$ cat src/sv/assert_macros.svh
// Assertion macros used by the decoder RTL (u2u_decode).
`ifndef ASSERT_MACROS_SVH
`define ASSERT_MACROS_SVH
`ifndef SYNTHESIS
// Checked on every clock edge outside reset.
`define U2U_ASSERT(lbl, prop, msg) \
  lbl: assert property (@(posedge clk) disable iff (!rst_n) prop) else $error(msg);
// Checked on every clock edge, reset included.
`define U2U_ASSERT_RST(lbl, prop, msg) \
  lbl: assert property (@(posedge clk) prop) else $error(msg);
`else
`define U2U_ASSERT(lbl, prop, msg)
`define U2U_ASSERT_RST(lbl, prop, msg)
`endif
`endif

$ cat src/sv/u2u_pkg.sv
// Types and constants of the UTF-8 to UTF-16 stream decoder.
`default_nettype none
package u2u_pkg;

  localparam logic [15:0] REPL_WIDE   = 16'hFF1F;
  localparam logic [15:0] REPL_ASCII  = 16'h003F;
  localparam logic [7:0]  CONT_MIN    = 8'h80;
  localparam logic [7:0]  CONT_MAX    = 8'hBF;
  localparam logic [7:0]  LEAD2_MIN   = 8'hC0;
  localparam logic [7:0]  LEAD3_MIN   = 8'hE0;
  localparam logic [7:0]  LEAD4_MIN   = 8'hF0;
  localparam logic [7:0]  NUL_BYTE    = 8'h00;

  typedef struct packed {
    logic [7:0] data_byte;
    logic       end_of_string;
  } in_item_t;

  typedef struct packed {
    logic [15:0] code_unit;
    logic        malformed;
  } out_item_t;

  // What the decoder hands to the output register for one byte.
  typedef struct packed {
    logic      take;
    logic      has_result;
    out_item_t item;
  } dec_res_t;

endpackage
`default_nettype wire

$ cat src/sv/u2u_in_if.sv
// Byte channel: valid/ready handshake with one UTF-8 byte and an end marker.
`default_nettype none
interface u2u_in_if;
  logic       valid;
  logic       ready;
  logic [7:0] data_byte;
  logic       end_of_string;

  modport source (output valid, output data_byte, output end_of_string, input ready);
  modport sink (input valid, input data_byte, input end_of_string, output ready);
endinterface
`default_nettype wire

$ cat src/sv/u2u_out_if.sv
// Code unit channel: valid/ready handshake with one UTF-16 unit and a malformed flag.
`default_nettype none
interface u2u_out_if;
  logic        valid;
  logic        ready;
  logic [15:0] code_unit;
  logic        malformed;

  modport source (output valid, output code_unit, output malformed, input ready);
  modport sink (input valid, input code_unit, input malformed, output ready);
endinterface
`default_nettype wire

$ cat src/sv/utf8_to_utf16_stream_decoder_core.sv
// A byte in the input register is decoded and its code unit loaded into the output
// register that drives out_ch. One byte per cycle while the output register is free.
// A result waiting in the output register does not block bytes that produce nothing.
// Reset (rst_n low, synchronous) empties both registers and returns the decoder to idle.
`default_nettype none
module utf8_to_utf16_stream_decoder_core
  import u2u_pkg::*;
(
  input  wire logic clk,
  input  wire logic rst_n,
  u2u_in_if.sink    in_ch,
  u2u_out_if.source out_ch
);

  in_item_t  src_item;
  in_item_t  item;
  logic      src_ready;
  logic      item_valid;
  logic      out_free;
  dec_res_t  res;
  out_item_t dst_item;
  logic      dst_valid;

  assign src_item.data_byte     = in_ch.data_byte;
  assign src_item.end_of_string = in_ch.end_of_string;
  assign in_ch.ready            = src_ready;

  u2u_in_stage u_in_stage (
    .clk        (clk),
    .rst_n      (rst_n),
    .src_valid  (in_ch.valid),
    .src_ready  (src_ready),
    .src_item   (src_item),
    .take       (res.take),
    .item_valid (item_valid),
    .item       (item)
  );

  u2u_decode u_decode (
    .clk        (clk),
    .rst_n      (rst_n),
    .item_valid (item_valid),
    .item       (item),
    .out_free   (out_free),
    .res        (res)
  );

  u2u_out_stage u_out_stage (
    .clk       (clk),
    .rst_n     (rst_n),
    .res       (res),
    .dst_ready (out_ch.ready),
    .out_free  (out_free),
    .dst_valid (dst_valid),
    .dst_item  (dst_item)
  );

  assign out_ch.valid     = dst_valid;
  assign out_ch.code_unit = dst_item.code_unit;
  assign out_ch.malformed = dst_item.malformed;

endmodule
`default_nettype wire

$ cat src/sv/u2u_in_stage.sv
// Input register that holds one accepted byte until the decoder takes it.
`default_nettype none
module u2u_in_stage
  import u2u_pkg::*;
(
  input  wire logic     clk,
  input  wire logic     rst_n,
  input  wire logic     src_valid,
  output logic          src_ready,
  input  wire in_item_t src_item,
  input  wire logic     take,
  output logic          item_valid,
  output in_item_t      item
);

  logic     valid_r, valid_nxt;
  in_item_t item_r, item_nxt;

  // A new byte may enter whenever the register is empty or the held one leaves in the same cycle.
  assign src_ready = !valid_r || take;

  always_comb begin
    valid_nxt = valid_r;
    item_nxt  = item_r;
    if (src_ready) begin
      valid_nxt = src_valid;
      item_nxt  = src_item;
    end
  end

  always_ff @(posedge clk) begin
    if (!rst_n) begin
      valid_r <= 1'b0;
    end else begin
      valid_r <= valid_nxt;
    end
    item_r <= item_nxt;
  end

  assign item_valid = valid_r;
  assign item       = item_r;

endmodule
`default_nettype wire

$ cat src/sv/u2u_decode.sv
// Sequence state and the decode of one byte into at most one code unit.
`default_nettype none
`include "assert_macros.svh"
module u2u_decode
  import u2u_pkg::*;
(
  input  wire logic     clk,
  input  wire logic     rst_n,
  input  wire logic     item_valid,
  input  wire in_item_t item,
  input  wire logic     out_free,
  output dec_res_t      res
);

  logic [1:0]  bytes_pending_r, bytes_pending_nxt;
  logic [15:0] partial_value_r, partial_value_nxt;
  logic        sequence_bad_r, sequence_bad_nxt;
  logic        string_stopped_r, string_stopped_nxt;

  logic        has_result;
  out_item_t   result;
  logic        take;
  logic [7:0]  b;
  logic        eos;
  logic        cont_ok;

  assign b       = item.data_byte;
  assign eos     = item.end_of_string;
  assign cont_ok = (b >= CONT_MIN) && (b <= CONT_MAX);

  always_comb begin
    bytes_pending_nxt  = bytes_pending_r;
    partial_value_nxt  = partial_value_r;
    sequence_bad_nxt   = sequence_bad_r;
    string_stopped_nxt = string_stopped_r;
    has_result         = 1'b0;
    result.code_unit   = REPL_WIDE;
    result.malformed   = 1'b1;

    if (string_stopped_r) begin
      // Bytes after a NUL are dropped; the end marker clears below.
    end else if (bytes_pending_r == 2'd0) begin
      priority if (b == NUL_BYTE) begin
        string_stopped_nxt = 1'b1;
      end else if (b < CONT_MIN) begin
        has_result       = 1'b1;
        result.code_unit = {8'h00, b};
        result.malformed = 1'b0;
      end else if (b < LEAD2_MIN) begin
        has_result       = 1'b1;
        result.code_unit = REPL_ASCII;
      end else if (b < LEAD3_MIN) begin
        bytes_pending_nxt = 2'd1;
        partial_value_nxt = {5'b0, b[4:0], 6'b0};
        sequence_bad_nxt  = 1'b0;
      end else if (b < LEAD4_MIN) begin
        bytes_pending_nxt = 2'd2;
        partial_value_nxt = {b[3:0], 12'b0};
        sequence_bad_nxt  = 1'b0;
      end else begin
        bytes_pending_nxt = 2'd2;
        partial_value_nxt = '0;
        sequence_bad_nxt  = 1'b1;
      end
      // A lead byte that is also the last byte is a cut-short sequence.
      if (bytes_pending_nxt != 2'd0 && eos) begin
        has_result       = 1'b1;
        result.code_unit = REPL_WIDE;
        result.malformed = 1'b1;
      end
    end else begin
      if (!cont_ok) begin
        sequence_bad_nxt = 1'b1;
      end else if (bytes_pending_r >= 2'd2) begin
        partial_value_nxt = partial_value_r | {4'b0, b[5:0], 6'b0};
      end else begin
        partial_value_nxt = partial_value_r | {10'b0, b[5:0]};
      end
      bytes_pending_nxt = bytes_pending_r - 2'd1;
      if (bytes_pending_nxt == 2'd0) begin
        has_result       = 1'b1;
        result.code_unit = sequence_bad_nxt ? REPL_WIDE : partial_value_nxt;
        result.malformed = sequence_bad_nxt;
        partial_value_nxt = '0;
        sequence_bad_nxt  = 1'b0;
      end else if (eos) begin
        has_result       = 1'b1;
        result.code_unit = REPL_WIDE;
        result.malformed = 1'b1;
      end
    end

    if (eos) begin
      bytes_pending_nxt  = 2'd0;
      partial_value_nxt  = '0;
      sequence_bad_nxt   = 1'b0;
      string_stopped_nxt = 1'b0;
    end
  end

  // A byte that yields nothing never waits for the output register.
  assign take = item_valid && (out_free || !has_result);

  always_ff @(posedge clk) begin
    if (!rst_n) begin
      bytes_pending_r  <= 2'd0;
      partial_value_r  <= '0;
      sequence_bad_r   <= 1'b0;
      string_stopped_r <= 1'b0;
    end else if (take) begin
      bytes_pending_r  <= bytes_pending_nxt;
      partial_value_r  <= partial_value_nxt;
      sequence_bad_r   <= sequence_bad_nxt;
      string_stopped_r <= string_stopped_nxt;
    end
  end

  assign res.take       = take;
  assign res.has_result = has_result;
  assign res.item       = result;

  `U2U_ASSERT(a_eos_idle,
              take && eos |=> bytes_pending_r == 2'd0 && !string_stopped_r && !sequence_bad_r,
              "state not idle after end of string")
  `U2U_ASSERT(a_stop_no_pend,
              string_stopped_r |-> bytes_pending_r == 2'd0 && partial_value_r == 16'h0000,
              "stopped string with a sequence open")
  `U2U_ASSERT(a_stop_silent, string_stopped_r |-> !has_result, "result produced after NUL")
  `U2U_ASSERT_RST(a_reset_clear,
                  !rst_n |=> bytes_pending_r == 2'd0 && !string_stopped_r && !sequence_bad_r,
                  "decoder state not cleared by reset")

endmodule
`default_nettype wire

$ cat src/sv/u2u_out_stage.sv
// Result register that holds one code unit until the sink takes it.
`default_nettype none
module u2u_out_stage
  import u2u_pkg::*;
(
  input  wire logic     clk,
  input  wire logic     rst_n,
  input  wire dec_res_t res,
  input  wire logic     dst_ready,
  output logic          out_free,
  output logic          dst_valid,
  output out_item_t     dst_item
);

  logic      valid_r, valid_nxt;
  out_item_t item_r, item_nxt;
  logic      load;

  assign out_free = !valid_r || dst_ready;
  assign load     = res.take && res.has_result;

  always_comb begin
    valid_nxt = valid_r && !dst_ready;
    item_nxt  = item_r;
    if (load) begin
      valid_nxt = 1'b1;
      item_nxt  = res.item;
    end
  end

  always_ff @(posedge clk) begin
    if (!rst_n) begin
      valid_r <= 1'b0;
    end else begin
      valid_r <= valid_nxt;
    end
    item_r <= item_nxt;
  end

  assign dst_valid = valid_r;
  assign dst_item  = item_r;

endmodule
`default_nettype wire

$ cat src/flat_wrapper.sv
// flat-port wrapper written by rule: the top's interface ports become plain ports
module utf8_to_utf16_stream_decoder_core_flat import u2u_pkg::*;
  (clk, rst_n, in_ch_valid, in_ch_data_byte, in_ch_end_of_string, in_ch_ready, out_ch_valid, out_ch_code_unit, out_ch_malformed, out_ch_ready);
  u2u_in_if in_ch_i ();
  u2u_out_if out_ch_i ();
  input  wire logic clk;
  input  wire logic rst_n;
  input wire logic [$bits(in_ch_i.valid)-1:0] in_ch_valid;
  input wire logic [$bits(in_ch_i.data_byte)-1:0] in_ch_data_byte;
  input wire logic [$bits(in_ch_i.end_of_string)-1:0] in_ch_end_of_string;
  output wire logic [$bits(in_ch_i.ready)-1:0] in_ch_ready;
  output wire logic [$bits(out_ch_i.valid)-1:0] out_ch_valid;
  output wire logic [$bits(out_ch_i.code_unit)-1:0] out_ch_code_unit;
  output wire logic [$bits(out_ch_i.malformed)-1:0] out_ch_malformed;
  input wire logic [$bits(out_ch_i.ready)-1:0] out_ch_ready;
  assign in_ch_i.valid = in_ch_valid;
  assign in_ch_i.data_byte = in_ch_data_byte;
  assign in_ch_i.end_of_string = in_ch_end_of_string;
  assign in_ch_ready = in_ch_i.ready;
  assign out_ch_valid = out_ch_i.valid;
  assign out_ch_code_unit = out_ch_i.code_unit;
  assign out_ch_malformed = out_ch_i.malformed;
  assign out_ch_i.ready = out_ch_ready;
  utf8_to_utf16_stream_decoder_core u_core (.clk(clk), .rst_n(rst_n), .in_ch(in_ch_i), .out_ch(out_ch_i));
endmodule
$ cat config.mk
export PLATFORM = sky130hd
export DESIGN_NAME = utf8_to_utf16_stream_decoder_core_flat
export DESIGN_NICKNAME = d
export VERILOG_FILES = /design/src/sv/u2u_pkg.sv /design/src/sv/u2u_in_if.sv /design/src/sv/u2u_out_if.sv /design/src/sv/utf8_to_utf16_stream_decoder_core.sv /design/src/sv/u2u_in_stage.sv /design/src/sv/u2u_decode.sv /design/src/sv/u2u_out_stage.sv /design/src/flat_wrapper.sv
export VERILOG_INCLUDE_DIRS = /design/src /design/src/sv
export SDC_FILE = /design/constraint.sdc
export NUM_CORES = 1
export LEC_CHECK = 0
export BUFFER_PORTS_ARGS = -buffer_cell sky130_fd_sc_hd__clkbuf_2
export CORE_ASPECT_RATIO = 1.1
export CORE_UTILIZATION = 55
export DETAILED_ROUTE_END_ITERATION = 7
export GPL_TIMING_DRIVEN = 0
export PLACE_DENSITY_LB_ADDON = 0.15
export SLEW_MARGIN = 25
export SYNTH_ARGS = -nofsm -noshare
export SYNTH_HDL_FRONTEND = slang
export SYNTH_HIERARCHICAL = 1
export SYNTH_SLANG_ARGS = --single-unit
$ cat constraint.sdc
create_clock -name clk -period 2.74 [get_ports clk]
set_input_delay 0.137 -clock clk [delete_from_list [all_inputs] [get_ports clk]]
set_output_delay 0.137 -clock clk [all_outputs]
set_load 0.05 [all_outputs]
==> metrics.csv, run 1 <==
stage;metric;value;unit
timing;hold_viol;0;
timing;period_needed;2.633;ns
floorplan;die_y;66.59;µm
timing;rsz0062_at_grt;no;
final_layout;layout.nets;241;
routing;routed-wl-met3;261;µm
placed_design;port_buffers;31;
routing;wl_per_cell;15.16;µm
routing;routedLengthMet1;1.711;mm
synth;synth_edf_count;26;
placed_design;dp_hpwl;2.915;mm
routing;initialDrtViolationCount;104;
worst_setup_path;crit_fanout;11;
floorplan;rows;23;
power_and_ir_drop;ir_drop;394.3;µV
flow_run;cap_violations;0;
timing;worst_slew_pin_slew;0.5506;ns
clocking;cts_setup_buffers;0;
timing;fin_crit_sh;96.10;%
routing;top_layer;met4;
synth;yosysMostFrequentCell;nand2_1;
routing;route.vias.total;1641;
synth;synth_top_cell_area_share;37.43;%
synth;ys_types;41;
synth;avgSynthCellArea;11.34;µm²
clocking;cts_buffer_depth;2;
power_and_ir_drop;pwr-share-clk;33.9;%
synth;synth-async-reset-ratio;0;%
power_and_ir_drop;swShare;26.50;%
clocking;clock_sinks;48;
synth;synth_seq_cells;48;
status;outcome;finished clean;
worst_setup_path;worstPathArrival;2.50;ns
power_and_ir_drop;seqPwrFrac;52.1;%
hold_path;min_to;u_core/u_in_stage/item[7]$_DFFE_PP_;
placed_design;dpl_cell_area;2303;µm²
power_and_ir_drop;p_leak;1.032;nW
routing;dr_wl_met2;2.125;mm
synth;yosysWarnings;6;
hold_path;hold_start;in_ch_data_byte[6];
clocking;clk_pin_slew;0.08;ns
floorplan;dieArea;4043;µm²
synth;ys_seq_area_share;58.55;%
power_and_ir_drop;p_switching;0.4222;mW
final_layout;drive_gt1_share;25.33;%
placed_design;gp_congestion;0.9242;
worst_setup_path;r2r_slack;0.27;ns
clocking;cts-root-buf;clkbuf_8;
synth;synthCells;184;
worst_setup_path;rr_startpoint;u_core/u_in_stage/item[3]$_DFFE_PP_;
timing;finClkSkew;0.007948;ns
worst_setup_path;endpoint_kind;primary output;
timing;tns;0;ns
timing;slew_viol_final;0;
worst_setup_path;worstSetupPathType;reg2out;
routing;ant_nets;0;
final_layout;area_growth;19.44;%
global_route;grt_max_degree;18;
power_and_ir_drop;intPower;1.171;mW
clocking;numCtsBuffers;5;
synth;synth_top_cell_by_area;edfxtp_1;
floorplan;design.core.area;3626;µm²
clocking;clk-insertion-delay-late;0.30;ns
routing;drtPass1Iterations;4;
worst_setup_path;r2r_end;u_core/u_out_stage/dst_item[13]$_DFFE_PP_;
synth;synth_area_leaders;edfxtp_1 37%, dfxtp_1 21%, nand2_1 5.0%;
routing;routed_via_density;5.882;
timing;max_freq;379.8;MHz
clocking;htreeDepth;2;
routing;drcViolationCount;0;
global_route;grt_pass1_wl;6.734;mm
routing;routed_wl;4.229;mm
synth;syn_nets;197;
synth;yosys-top-cells-count;28 x nand2_1, 26 x edfxtp_1, 22 x dfxtp_1;
timing;setup_viol;0;
floorplan;die_w;60.72;µm
final_layout;fin_area;2491;µm²
synth;synth_area;2086;µm²
power_and_ir_drop;p_comb_share;14.0;%
clocking;tritoncts;done;
hold_path;holdPathStages;1;
synth;synth_ff_type;edfxtp_1;
timing;maxSlewHeadroom;63.21;%
global_route;grt-ovfl-total;0;
global_route;grt_usage;23.30;%
global_route;grt_pass1_vias;1525;
timing;holdWs;0.008067;ns
power_and_ir_drop;power_density;639.6;nW/µm²
power_and_ir_drop;totalPowerFinal;1.593;mW
worst_setup_path;r2r_cells;7;
worst_setup_path;crit_required;2.60;ns
global_route;antenna_found_initial;0;
floorplan;initial_core_util;57.52;%
hold_path;worst_hold_path_type;in2reg;
final_layout;antenna_cells;0;
worst_setup_path;start_kind;register;
floorplan;io_pins;32;
[worst max-delay path, cell delays in order (launching register included)]
cell	delay, ns
edfxtp_1	0.51
or4_4	0.61
nor2_4	0.18
o211a_1	0.19
buf_6	0.14
buf_4	0.12
nand2b_4	0.19
clkbuf_4	0.26
[registers in the layout, summed over array words and instances (netlist names)]
register / flops
u_core/u_out_stage/dst_item: 17
u_core/u_decode/partial_value_r: 16
u_core/u_in_stage/item: 9
u_core/u_decode/bytes_pending_r: 2
u_core/u_decode/sequence_bad_r: 1
u_core/u_decode/string_stopped_r: 1
u_core/u_in_stage/item_valid: 1
u_core/u_out_stage/dst_valid: 1
[cells by family (layout without fill, tap and decap cells)]
kind of cell           after synthesis  in the layout  synth area share [%]
AOI/OAI and AO/OA                   50             50                 17.58
DFF                                 48             48                 58.55
and+or+nand+nor                     66             66                 17.64
buffers and inverters               16             61                 4.319
muxes                                4              4                 1.920
[cell type report]
cell class	instances	area (µm²)
flip-flops and latches	48	1221
fillers	290	1135
multi-input cells	120	774.5
repair buffers	37	217.7
clock buffers	6	82.58
plain buffers	13	78.83
well taps	50	62.56
clock inverters	2	38.79
inverters	3	15.01
[per-stage QoR]
step / utilization (%) / instances / worst slack [ns]
final: 68.70 / 279 / 0.1068
after global routing: 68.70 / 279 / 0.01419
after CTS: 66.87 / 273 / 0.06106
after detailed placement: 63.53 / 265 / 0.1189
after global placement: 63.53 / 265 / 0.1579
after floorplan: - / 184 / 0.4275
[layer usage]
metal | vias to the layer above | global-route usage (%)
met5 | - | 0
met4 | 0 | 13.92
met3 | 18 | 7.573
met2 | 81 | 39.29
met1 | 766 | 24.84
li1 | 776 | -
[worst max path at each step]
stage,start,to,slack (ns),cells after the start
final,u_core/u_in_stage/item[3]$_DFFE_PP_,in_ch_ready,0.11,7
after global routing,u_core/u_in_stage/item[3]$_DFFE_PP_,in_ch_ready,0.01,7
after CTS,u_core/u_in_stage/item[3]$_DFFE_PP_,in_ch_ready,0.06,7
after detailed placement,u_core/u_in_stage/item[3]$_DFFE_PP_,u_core/u_out_stage/dst_item[13]$_DFFE_PP_,0.12,7
after global placement,u_core/u_in_stage/item[3]$_DFFE_PP_,u_core/u_out_stage/dst_item[16]$_DFFE_PP_,0.16,7
after floorplan,u_core/u_in_stage/item[3]$_DFFE_PP_,u_core/u_out_stage/dst_item[0]$_DFFE_PP_,0.43,7
[cells in the final DEF, fill, tap and decap left out, types with 3 or more instances in the layout]
master,n
a211oi_1,3
a21oi_1,7
a32o_1,5
and3_1,8
buf_6,3
clkbuf_1,8
clkbuf_2,30
clkbuf_8,6
dfxtp_1,22
dlygate4sd3_1,6
edfxtp_1,26
mux2i_1,4
nand2_1,28
nand3_1,3
nor2_1,8
o211ai_1,4
o21ai_0,13
[power by group through the flow]
stage / Clock, mW / Combinational (mW) / Sequential, mW
after floorplan: 0 / 0.0981 / 0.905
final: 0.541 / 0.222 / 0.830
after global placement: 0 / 0.207 / 0.845
after detailed placement: 0 / 0.211 / 0.846
after global routing: 0.564 / 0.238 / 0.835
after CTS: 0.540 / 0.213 / 0.829
[repair_timing]
| item | 4_1_cts | 5_1_grt |
|---|---|---|
| endpoints found under the setup margin | 0 | 18 |
| endpoints found under the hold margin | 0 | 6 |
| hold buffers | 0 | 6 |
| gates resized for setup | 0 | 3 |
No activity file was read; power rests on OpenSTA's default activity.
==> inputs of run 2 (changes only) <==
--- a/config.mk
+++ b/config.mk
@@ -11,6 +11,7 @@
 export CORE_UTILIZATION = 55
 export DETAILED_ROUTE_END_ITERATION = 7
 export GPL_TIMING_DRIVEN = 0
+export HOLD_SLACK_MARGIN = 0.08
 export PLACE_DENSITY_LB_ADDON = 0.15
 export SLEW_MARGIN = 25
 export SYNTH_ARGS = -nofsm -noshare
==> run 2 against run 1 <==
Net effect:
- die area unchanged
- sequential power about the same
- clock-buffer cell count unchanged
- critical endpoint unchanged
- largest power group unchanged
==> metrics.csv, run 2 (synthesis results as in run 1) <==
stage;metric;value;unit;change
status;outcome;finished clean;;unchanged
global_route;grt-ovfl-total;0;;unchanged
timing;period_needed;2.629;ns;was 2.633 ns
routing;routed_wl;4.308;mm;was 4.229 mm
hold_path;worst_hold_path_type;in2reg;;unchanged
worst_setup_path;path_cells;or4_4 > nor2_4 > o211a_1 > buf_6 > buf_4 > nand2b_4 > clkbuf_4;;unchanged
worst_setup_path;crit_required;2.60;ns;about the same
power_and_ir_drop;swShare;26.46;%;was 26.50%
clocking;cts-root-buf;clkbuf_8;;unchanged
clocking;cts_buffer_depth;2;;unchanged
floorplan;rows;23;;unchanged
timing;hold_viol;0;;unchanged
floorplan;die_y;66.59;µm;unchanged
placed_design;port_buffers;31;;unchanged
worst_setup_path;slowest_stage;or4_4;;unchanged
final_layout;largest_reg_flops;17;;unchanged
global_route;met3_usage;7.573;%;unchanged
power_and_ir_drop;ir_drop;394.7;µV;was 394.3 µV
worst_setup_path;crit_fanout;11;;unchanged
timing;fin_crit_sh;95.94;%;was 96.10%
power_and_ir_drop;intPower;1.175;mW;was 1.171 mW
clocking;clk-insertion-delay-late;0.31;ns;was 0.30 ns
timing;rsz0062_at_grt;no;;unchanged
power_and_ir_drop;pwr-share-clk;33.8;%;was 33.9%
global_route;grt_max_degree;18;;unchanged
timing;max_freq;380.4;MHz;was 379.8 MHz
clocking;cts_setup_buffers;0;;unchanged
power_and_ir_drop;p_switching;0.4227;mW;was 0.4222 mW
floorplan;initial_core_util;57.52;%;unchanged
worst_setup_path;path_buf_inv;3;;unchanged
placed_design;place_inst;265;;unchanged
worst_setup_path;start_kind;register;;unchanged
placed_design;gp_congestion;0.9242;;unchanged
timing;maxSlewHeadroom;63.75;%;was 63.21%
floorplan;io_pins;32;;unchanged
global_route;grt_pass1_vias;1590;;was 1525
worst_setup_path;endpoint_kind;primary output;;unchanged
power_and_ir_drop;p_comb_share;14.2;%;was 14.0%
final_layout;final_common_cell;clkbuf_2;;unchanged
clocking;htreeDepth;2;;unchanged
worst_setup_path;cpLargestDelayFamily;simple AND/OR/NAND/NOR gates;;unchanged
global_route;grtUsageMet2;41.21;%;was 39.29%
global_route;grt_usage;23.88;%;was 23.30%
timing;worst_slew_pin_slew;0.5381;ns;was 0.5506 ns
final_layout;final_cell_mix;30 x clkbuf_2, 28 x nand2_1, 26 x edfxtp_1;;unchanged
timing;tns;0;ns;unchanged
floorplan;dieArea;4043;µm²;unchanged
worst_setup_path;worstPathArrival;2.49;ns;was 2.50 ns
timing;slew_viol_final;0;;unchanged
routing;drcViolationCount;0;;unchanged
global_route;antenna_found_initial;0;;unchanged
routing;route.vias.total;1641;;unchanged
global_route;gr-max-usage-layer;met2;;unchanged
final_layout;layout.nets;245;;was 241
routing;ant_nets;0;;unchanged
final_layout;fin_cells;283;;was 279
final_layout;area_growth;21.36;%;was 19.44%
placed_design;dp_hpwl;2.915;mm;unchanged
final_layout;antenna_cells;0;;unchanged
clocking;clk_pin_slew;0.09;ns;was 0.08 ns
timing;finClkSkew;0.008350;ns;was 0.007948 ns
global_route;grt_pass1_wl;6.906;mm;was 6.734 mm
floorplan;design.core.area;3626;µm²;unchanged
routing;routed_via_density;5.799;;was 5.882
clocking;tritoncts;done;;unchanged
clocking;numCtsBuffers;5;;unchanged
routing;initialDrtViolationCount;74;;was 104
timing;setup_viol;0;;unchanged
worst_setup_path;worstSetupPathType;reg2out;;unchanged
power_and_ir_drop;p_leak;1.048;nW;was 1.032 nW
flow_run;cap_violations;0;;unchanged
routing;drtPass1Iterations;5;;was 4
floorplan;die_w;60.72;µm;unchanged
worst_setup_path;cp_slowest_stage_delay;0.61;ns;about the same
power_and_ir_drop;seqPwrFrac;51.9;%;was 52.1%
power_and_ir_drop;power_density;631.1;nW/µm²;was 639.6 nW/µm²
global_route;gr-usage-met1;24.87;%;was 24.84%
routing;wl_per_cell;15.22;µm;was 15.16 µm
clocking;clock_sinks;48;;unchanged
final_layout;drive_gt1_share;24.89;%;was 25.33%
run 2: worst reg2reg max path: stages, from the launching register on:
cell and delay, ns:
edfxtp_1 0.50, or4_4 0.61, nor2_4 0.17, o211a_1 0.19, buf_6 0.15, buf_4 0.12
nand2_1 0.14, clkinvlp_4 0.29
run 2: metal layers:
| layer | routed length, µm | vias up | part of all wire [%] |
|---|---|---|---|
| li1 | - | 785 | - |
| met3 | 296 | 18 | 6.9 |
| met2 | 2148 | 83 | 50 |
| met1 | 1719 | 755 | 40 |
| met5 | 0 | - | 0 |
| met4 | 143 | 0 | 3.3 |
run 2: cell type report:
class | count | area (µm²)
flip-flops and latches | 48 | 1221
fillers | 286 | 1095
multi-input cells | 120 | 774.5
repair buffers | 41 | 257.7
clock buffers | 6 | 82.58
plain buffers | 13 | 78.83
well taps | 50 | 62.56
clock inverters | 2 | 38.79
inverters | 3 | 15.01
run 2: worst paths after layout:
path / depth (start not counted) / end / slack [ns] / start
max: 7 / in_ch_ready / 0.11 / u_core/u_in_stage/item[3]$_DFFE_PP_
min: 2 / u_core/u_in_stage/item_valid$_SDFFE_PN0P_ / 0.09 / rst_n
max reg2reg: 7 / u_core/u_out_stage/dst_item[13]$_DFFE_PP_ / 0.27 / u_core/u_in_stage/item[3]$_DFFE_PP_
min reg2reg: 2 / u_core/u_decode/partial_value_r[15]$_SDFFE_PN0P_ / 0.46 / u_core/u_decode/partial_value_r[15]$_SDFFE_PN0P_
run 2: repair_timing:
action / CTS / global route
setup endpoints to repair: 0 / 18
hold endpoints to repair: 10 / 0
hold buffers: 10 / 0
gates resized for setup: 0 / 3
run 2: power by group through the flow:
stage / logic [mW] / registers (mW) / clock network (mW)
2_1_floorplan: 0.0981 / 0.905 / 0
3_3_place_gp: 0.207 / 0.845 / 0
3_5_place_dp: 0.211 / 0.846 / 0
4_1_cts: 0.224 / 0.829 / 0.540
5_1_grt: 0.243 / 0.835 / 0.564
6_report: 0.227 / 0.830 / 0.540
run 2: metrics by stage:
stage	instance area (µm²)	utilization, %	power, mW	worst slack [ns]	hold WS (ns)
after detailed placement	2303	63.53	1.057	0.1189	0.3156
after global routing	2531	69.81	1.641	0.01472	0.1281
after global placement	2303	63.53	1.052	0.1579	0.3144
after floorplan	2086	-	1.003	0.4275	0.2359
after CTS	2525	69.63	1.594	0.06106	0.09887
final	2531	69.81	1.598	0.1112	0.09246
